===== config.mk =====
export PLATFORM = sky130hd
export DESIGN_NAME = tlc_front_flat
export DESIGN_NICKNAME = d
export VERILOG_FILES = /design/src/hw/rtl/tlc_pkg.sv /design/src/hw/rtl/tlc_req_if.sv /design/src/hw/rtl/tlc_front.sv /design/src/flat_wrapper.sv
export SDC_FILE = /design/constraint.sdc
export NUM_CORES = 1
export LEC_CHECK = 0
export BUFFER_PORTS_ARGS = -buffer_cell sky130_fd_sc_hd__buf_2
export CORE_AREA = 2 2 87 89
export CTS_BUF_LIST = sky130_fd_sc_hd__clkbuf_8
export CTS_CLUSTER_DIAMETER = 150
export DETAILED_ROUTE_END_ITERATION = 8
export DIE_AREA = 0 0 89 91
export GPL_TIMING_DRIVEN = 0
export PLACE_DENSITY = 0.84
export RECOVER_POWER = 50
export SYNTH_ARGS = -nofsm -noshare
export SYNTH_HDL_FRONTEND = slang
export SYNTH_SLANG_ARGS = --single-unit

===== constraint.sdc =====
create_clock -name clk -period 6 [get_ports clk]
set_input_delay 0.6 -clock clk [delete_from_list [all_inputs] [get_ports clk]]
set_output_delay 0.6 -clock clk [all_outputs]
set_load 0.05 [all_outputs]

===== src/hw/rtl/tlc_pkg.sv =====
package tlc_pkg;

	localparam int BLOCK_BYTES = 16;
	localparam int WORD_BYTES  = 4;
	localparam int L1_BYTES    = 256;
	localparam int L2_BYTES    = 512;
	localparam int MEM_BYTES   = 65536;

	localparam int OP_W      = 2;
	localparam int ADDR_W    = 32;
	localparam int WORD_W    = 8 * WORD_BYTES;
	localparam int TIME_W    = 32;
	localparam int COST_W    = 16;
	localparam int CFG_IDX_W = 3;

	localparam int BLK_WORDS = BLOCK_BYTES / WORD_BYTES;
	localparam int WIDX_W    = (BLK_WORDS > 1) ? $clog2(BLK_WORDS) : 1;
	localparam int WOFF      = $clog2(WORD_BYTES);
	localparam int BOFF      = $clog2(BLOCK_BYTES);
	localparam int MEM_BLKS  = MEM_BYTES / BLOCK_BYTES;
	localparam int BA_W      = $clog2(MEM_BLKS);
	localparam int L1_SETS   = L1_BYTES / BLOCK_BYTES;
	localparam int L1_SW     = $clog2(L1_SETS);
	localparam int L1_TW     = BA_W - L1_SW;
	localparam int L2_SETS   = L2_BYTES / BLOCK_BYTES / 2;
	localparam int L2_SW     = $clog2(L2_SETS);
	localparam int L2_TW     = BA_W - L2_SW;
	localparam int L2_LINES  = 2 * L2_SETS;

	localparam int Q_DEPTH = 2;
	localparam int QA_W    = $clog2(Q_DEPTH);
	localparam int QC_W    = $clog2(Q_DEPTH + 1);

	localparam logic [OP_W-1:0] OP_READ  = 2'd0;
	localparam logic [OP_W-1:0] OP_WRITE = 2'd1;
	localparam logic [OP_W-1:0] OP_CLEAR = 2'd2;

	typedef enum logic [CFG_IDX_W-1:0] {
		REG_L1_RD  = 3'd0,
		REG_L1_WR  = 3'd1,
		REG_L2_RD  = 3'd2,
		REG_L2_WR  = 3'd3,
		REG_MEM_RD = 3'd4,
		REG_MEM_WR = 3'd5
	} reg_idx_t;

	typedef enum logic [2:0] {
		K_READ,
		K_WRITE,
		K_CLEAR,
		K_NOP,
		K_ERR
	} kind_t;

	typedef logic [BLK_WORDS-1:0][WORD_W-1:0] blk_t;

	typedef struct packed {
		kind_t              kind;
		logic [BA_W-1:0]    blk;
		logic [WIDX_W-1:0]  widx;
		logic [WORD_W-1:0]  wdata;
	} req_t;

	typedef struct packed {
		logic [COST_W-1:0] l1_rd;
		logic [COST_W-1:0] l1_wr;
		logic [COST_W-1:0] l2_rd;
		logic [COST_W-1:0] l2_wr;
		logic [COST_W-1:0] mem_rd;
		logic [COST_W-1:0] mem_wr;
	} costs_t;

	typedef struct packed {
		logic valid;
		req_t head;
	} q_stat_t;

	typedef struct packed {
		logic pop;
		logic clearing;
	} bk_ctl_t;

endpackage


===== src/hw/rtl/tlc_req_if.sv =====
interface tlc_req_if;
	logic                         valid;
	logic                         ready;
	logic [tlc_pkg::OP_W-1:0]     opcode;
	logic [tlc_pkg::ADDR_W-1:0]   address;
	logic [tlc_pkg::WORD_W-1:0]   write_data;

	modport source (output valid, output opcode, output address, output write_data,
		input ready);
	modport sink (input valid, input opcode, input address, input write_data,
		output ready);
endinterface


===== src/hw/rtl/tlc_front.sv =====
module tlc_front (
	input  logic              clk,
	input  logic              arst_n,
	tlc_req_if.sink           req,
	input  tlc_pkg::bk_ctl_t  ctl,
	output tlc_pkg::q_stat_t  qs
);

	tlc_pkg::req_t cls;
	tlc_pkg::req_t fifo_q [tlc_pkg::Q_DEPTH];
	logic [tlc_pkg::QA_W-1:0] wr_ptr_q;
	logic [tlc_pkg::QA_W-1:0] rd_ptr_q;
	logic [tlc_pkg::QC_W-1:0] cnt_q;
	logic oor;
	logic push;

	assign oor = ({1'b0, req.address} >
		(tlc_pkg::ADDR_W + 1)'(tlc_pkg::MEM_BYTES - tlc_pkg::WORD_BYTES));

	always_comb begin
		cls.blk   = tlc_pkg::BA_W'(req.address >> tlc_pkg::BOFF);
		cls.widx  = tlc_pkg::WIDX_W'((req.address >> tlc_pkg::WOFF) &
			tlc_pkg::ADDR_W'(tlc_pkg::BLK_WORDS - 1));
		cls.wdata = req.write_data;
		case (req.opcode)
			tlc_pkg::OP_READ:  cls.kind = oor ? tlc_pkg::K_ERR : tlc_pkg::K_READ;
			tlc_pkg::OP_WRITE: cls.kind = oor ? tlc_pkg::K_ERR : tlc_pkg::K_WRITE;
			tlc_pkg::OP_CLEAR: cls.kind = tlc_pkg::K_CLEAR;
			default:           cls.kind = tlc_pkg::K_NOP;
		endcase
	end

	assign req.ready = (cnt_q != tlc_pkg::QC_W'(tlc_pkg::Q_DEPTH)) && !ctl.clearing;
	assign push      = req.valid && req.ready;
	assign qs.valid  = (cnt_q != '0);
	assign qs.head   = fifo_q[rd_ptr_q];

	always_ff @(posedge clk or negedge arst_n) begin
		if (!arst_n) begin
			wr_ptr_q <= '0;
			rd_ptr_q <= '0;
			cnt_q    <= '0;
		end else begin
			if (push)
				wr_ptr_q <= wr_ptr_q + 1'b1;
			if (ctl.pop)
				rd_ptr_q <= rd_ptr_q + 1'b1;
			if (push && !ctl.pop)
				cnt_q <= cnt_q + 1'b1;
			else if (!push && ctl.pop)
				cnt_q <= cnt_q - 1'b1;
		end
	end

	always_ff @(posedge clk) begin
		if (push)
			fifo_q[wr_ptr_q] <= cls;
	end

endmodule


===== src/flat_wrapper.sv =====
// flat-port wrapper written by rule: the top's interface ports become plain ports
module tlc_front_flat 
  (clk, arst_n, ctl, qs, req_valid, req_opcode, req_address, req_write_data, req_ready);
  tlc_req_if req_i ();
  input  logic clk;
  input  logic arst_n;
  input  tlc_pkg::bk_ctl_t ctl;
  output tlc_pkg::q_stat_t qs;
  input wire logic [$bits(req_i.valid)-1:0] req_valid;
  input wire logic [$bits(req_i.opcode)-1:0] req_opcode;
  input wire logic [$bits(req_i.address)-1:0] req_address;
  input wire logic [$bits(req_i.write_data)-1:0] req_write_data;
  output wire logic [$bits(req_i.ready)-1:0] req_ready;
  assign req_i.valid = req_valid;
  assign req_i.opcode = req_opcode;
  assign req_i.address = req_address;
  assign req_i.write_data = req_write_data;
  assign req_ready = req_i.ready;
  tlc_front u_core (.clk(clk), .arst_n(arst_n), .req(req_i), .ctl(ctl), .qs(qs));
endmodule

### Yosys cells after proc, flatten, opt, wreduce, memory -nomap -nowiden

Memories as Yosys holds them, arrays and structs flattened.
Cells that the tools add are included.

| storage, ports and cells | value |
|---|---|
| bits in registers | 4 |
| input port bits | 71 |
| memories kept | 1 |
| output and inout bits | 51 |
| word-level logic and storage cells | 29 |
| memory bits (writable) | 98 |

| cells by class | value |
|---|---|
| muxes and demuxes | 7 |
| equality and inequality tests | 3 |
| add/sub/neg operators | 4 |
| reductions and logical operators | 10 |
| magnitude comparators | 1 |

Memory list:

| memory | words | width | read ports | clocked after Yosys merged registers in | write ports | line | source |
|---|---|---|---|---|---|---|---|
| u_core.fifo_q | 2 | 49 | 1 | 0 | 1 | tlc_front.sv:10 | `tlc_pkg::req_t fifo_q [tlc_pkg::Q_DEPTH];` |

Operators by type and width:

| operator | number |
|---|---|
| $gt 32x16->1 const B | 1 |
| $pmux 3 s3 | 1 |
| $mux 3 | 2 |
| $logic_and 1x1->1 | 4 |
| $mux 2 | 2 |
| $reduce_bool 2->1 | 2 |
| $logic_not 1->1 | 3 |
| $add 1x1->1 const B | 2 |
| $add 2x1->2 const B | 1 |
| $eq 2x1->1 const B | 1 |
| $eq 2x2->1 const B | 1 |
| $logic_not 2->1 | 1 |
| $mux 1 | 2 |
| $ne 2x2->1 const B | 1 |
| $sub 2x1->2 const B | 1 |

### Longest topological paths before layout

| depth | value |
|---|---|
| depth in word-level cells | 7 |
| gate-level depth with buffers | 8 |
| gate-level depth less buffers | 8 |

### Worst setup path before layout

No wires, ideal clock.

| timing | value |
|---|---|
| kind | input to register |
| from | in ctl[0] (netlist bit) |
| to | mem u_core.fifo_q[0][0] (netlist bit) (enable) |
| stages on the path | 3 |
| buffers on the path | 0 |
| slack | 2.213 ns |
| arrival | 3.331 ns |
| setup time | 0.456 ns |
| data required time | 5.544 ns |
| path through | a21oi_2 nand2_2 nor2_1 |

| on the way | value |
|---|---|
| word-level cells in the longest chain between the ends | 5 |

Ends and longest elaborated chain:

| item | line | source |
|---|---|---|
| start, declared | flat_wrapper.sv:7 | `input tlc_pkg::bk_ctl_t ctl;` |
| $logic_not 1->1 | tlc_front.sv:33 | `assign req.ready = (cnt_q != tlc_pkg::QC_W'(tlc_pkg::Q_DEPTH)) && !ctl.clearing;` |
| $logic_and 1x1->1 | tlc_front.sv:33 |  |
| $logic_and 1x1->1 | tlc_front.sv:34 | `assign push = req.valid && req.ready;` |
| $mux 1 | tlc_front.sv:56 | `if (push)` |
| $mux 1 (implied by the code) | tlc_front.sv:57 | `fifo_q[wr_ptr_q] <= cls;` |
| end, declared | tlc_front.sv:10 |  |

Every way passes these cells.

### Worst setup path after layout

| timing | value |
|---|---|
| from | reg u_core.cnt_q[0] (netlist bit) |
| to | mem u_core.fifo_q[0][18] (netlist bit) (enable) |

| on the way | value |
|---|---|
| word-level cells in the longest chain between the ends | 5 |

Ends and longest elaborated chain:

| item | line | source |
|---|---|---|
| start, declared | tlc_front.sv:13 | `logic [tlc_pkg::QC_W-1:0] cnt_q;` |
| start signal, assigned | tlc_front.sv:49 | `cnt_q <= cnt_q + 1'b1;` |
| start signal, assigned | tlc_front.sv:51 | `cnt_q <= cnt_q - 1'b1;` |
| $ne 2x2->1 | tlc_front.sv:33 |  |
| $logic_and 1x1->1 | tlc_front.sv:33 |  |
| $logic_and 1x1->1 | tlc_front.sv:34 |  |
| $mux 1 | tlc_front.sv:56 |  |
| $mux 1 (implied by the code) | tlc_front.sv:57 |  |

Every way passes these cells.

==> results.md <==
- Clock sink count: 102
- Fill cells: 550
- Final Critical Period: approximately 2800 ps
- Worst-Margin Slew: around 1900 ps
- Largest family of logic cells by synthesized area: multiplexers
- R2R Path Start: u_core.cnt_q[0]
- Crit share post-route: 0.472
- Post-route setup TNS: 0 ps
- Power Internal: between 1000 and 1500 uW
- Nets: a little under 400
- Largest net degree at the start of global routing: 30
- Synth Cell Area: between 3000 and 4000 um^2
- Share of layout cells above drive strength 1: 0.502
- CTS tree: done
- Setup CP Type: register to register
- Vias per cell: between 4 and 5
- Drt pass-1 iters: 4
- Simple-gate share of the synthesized area: 0.0298
- Compound-Gate Fraction of Synth Area: 0.00615
- # setup viols final: 0
- Htree depth: 3
- Pwr per Cell Area: between 400 and 500 nW/um^2
- Relative slew slack: -0.283
- Routed WL per cell: around 16 um
- Worst Skew: ~8 ps
- Cells after synthesis: 186
- Pins over their slew limit: 21
- Total CTS buffers: 9
- Logic pwr share: 0.425
- Clock network fraction of design power: 0.167
- # port buffers: between 100 and 150
- Vias: 2109
- Die width: slightly below 90 um
- GRT overflow: 0
- RePlAce Congestion: 0.730
- Delay-heaviest family, CP: simple AND/OR/NAND/NOR gates
- RSZ-0062 raised after global routing: no
- Net Sw Power: 921 uW
- Status: finished, violations left
- Ports: approximately 120
- Worst Path Arrival: just under 3000 ps
- Crit-path max FO: 29
- Post-Synth XOR/XNOR Area: 0.0113
- Clk_lat worst skew: around 350 ps
- Initial Utilization: 0.542
- P_leak: roughly 0.0017 uW
- Worst stage delay on the critical path: approximately 1400 ps
- Number of global-route vias before repair: roughly 2200
- Total Power: 2250 uW
- Switching share of total power: 0.410
- Root Driver: clkbuf_8
- Synth warnings: 0
- Die area: approximately 8100 um^2
- Synthesized net count: 258
- Post-CTS Hold Buffers: 0
- Mux share of post-synthesis cell area: 0.143
- GRT Overall Usage: 0.172
- Die Y: 91 um
- Worst VDD drop: 0.245 mV
- ANT nets after route: 0
- Final Hold Viols: 0
- P&R area growth vs syn: 23.1%
- FF+latch count, synth: 102
- Worst-case clock buffer depth: 2
- Max-cap viol count: 1
- Setup Buffers After CTS: 0
- First DRT Iteration DRCs: 94
- Worst Hold Class: input pin to async pin
- Post-synthesis sequential area ratio: 0.787
- RR Endpoint: u_core.fifo_q[0][18]
- Unique cell type count in the Yosys netlist: 21
- Slowest CP cell: nor2_1
- Clk slew on worst S/H paths: around 90 ps
- Diode count: 0
- DRC Markers: 0
- Avg Inst Size Synth: about 21 um^2
- CP required: 6050 ps
- Crit end category: register
- Crit path launch type: register
- Flop2flop setup slack: approximately 3200 ps
- Cells along the critical path: inv_1 -> a21oi_1 -> nand2_1 -> nor2_1 -> buf_12
- PostCTS Resize Cnt: 0
- Routed WL: ~6900 um
- Initial antenna violation count: 0
- Core Box Area: about 7000 um^2
- Detailed placement HPWL: between 4000 and 5000 um
- Post-Synth Adder-Cell Area: 0.00324
- Worst hold margin: approximately 66 ps
- Row count: 31
- Buf/Inv on CP: 2
- Peak Freq: 353 MHz
- Sequential power share: 0.408
- Worst Reg-to-Reg Cells: 5
- Violated checks: capacitance limit, slew limit
- First-pass GRT wire length: between 10000 and 15000 um
## how the worst max path moves through the flow
stage	from	endpoint	slack (ps)	cells past startpoint
after floorplan	ctl[0]	u_core.fifo_q[0][0]	2210	3
after global placement	ctl[0]	u_core.fifo_q[0][16]	1410	4
after detailed placement	ctl[0]	u_core.fifo_q[0][11]	3880	5
after CTS	u_core.rd_ptr_q	qs[41]	3710	4
after global routing	u_core.cnt_q[0]	u_core.fifo_q[0][18]	2960	5
final	u_core.cnt_q[0]	u_core.fifo_q[0][18]	3170	5
## synth_stat cells
library cell	instances	area, um^2
edfxtp_1	98	2940
mux2_1	4	45.0
o211ai_1	1	7.51
o21a_1	1	7.51
buf_6	5	56.3
mux2_2	45	507
nor2_1	4	15.0
dfrtp_1	4	100
xnor2_1	2	17.5
buf_2	1	5.00
xor2_1	3	26.3
nand2_2	1	6.26
a21oi_2	1	8.76
or2_2	1	6.26
nand4_1	4	25.0
and3_1	1	6.26
nor4_2	4	50.1
inv_1	3	11.3
nor4_1	1	6.26
ha_1	1	12.5
clkbuf_1	1	3.75
## worst register-to-register path: cells and delay by family (launching register included)
family                 cells  cell delay (ps)
DFF                        1              420
AOI/OAI and AO/OA          1              190
buffers and inverters      2              370
and+or+nand+nor            2             1550
## cell type report
cell class / count / area, um^2 / area share
Clock buffer: 9 / 124 / 0.0260
Timing Repair Buffer: 123 / 607 / 0.127
Buffer: 7 / 63.8 / 0.0134
Inverter: 3 / 11.3 / 0.00237
Clock inverter: 7 / 47.5 / 0.00999
Sequential cell: 102 / 3040 / 0.639
Multi-Input combinational cell: 74 / 741 / 0.156
Tap cell: 99 / 124 / 0.0260
## flip-flops by register name (all words and copies together) (netlist names)
name	cells
u_core.cnt_q	2
u_core.wr_ptr_q	1
u_core.rd_ptr_q	1
u_core.fifo_q	98
## kinds of logic after synthesis
kind of cell	Yosys count
DFF	102
muxes	49
and+or+nand+nor	16
adders and majority gates	1
buffers and inverters	10
xor gates and xnor gates	5
AOI/OAI and AO/OA	3
## power by group through the flow
stage | logic (uW) | registers (uW) | clock network [uW]
2_1_floorplan | 763 | 928 | 0
3_3_place_gp | 952 | 934 | 0
3_5_place_dp | 972 | 935 | 0
4_1_cts | 975 | 919 | 390
5_1_grt | 1010 | 924 | 416
6_report | 955 | 916 | 376
## metal layers
metal | vias to the layer above | global-route usage | share of wire
met3 | 9 | 0.0536 | 0.068
met4 | 0 | 0.0597 | 0.012
met2 | 80 | 0.304 | 0.53
met1 | 1023 | 0.192 | 0.39
met5 | - | 0 | 0
li1 | 997 | - | -
## metrics by stage
step | instance area (um^2) | worst slack [ps] | cells | util
floorplan | 3870 | 2210 | 186 | -
global placement | 4600 | 1410 | 406 | 0.644
detailed placement | 4640 | 3880 | 408 | 0.651
CTS | 4820 | 3710 | 424 | 0.675
global route | 4760 | 2960 | 424 | 0.667
finish | 4760 | 3170 | 424 | 0.667
## layout by cell type (no fill, tap or decap)
cell	n
a21oi_1	1
and3_1	1
buf_12	2
buf_2	90
buf_6	5
clkbuf_1	33
clkbuf_8	9
clkinv_2	3
clkinvlp_4	2
dfrtp_1	4
edfxtp_1	98
ha_1	1
inv_1	3
inv_6	2
mux2_1	4
mux2_2	45
nand2_1	1
nand4_1	4
nor2_1	4
nor4_1	1
nor4_2	4
o211ai_1	1
o21a_1	1
or2_2	1
xnor2_1	2
xor2_1	3
Power figures use the tool's default switching activity.
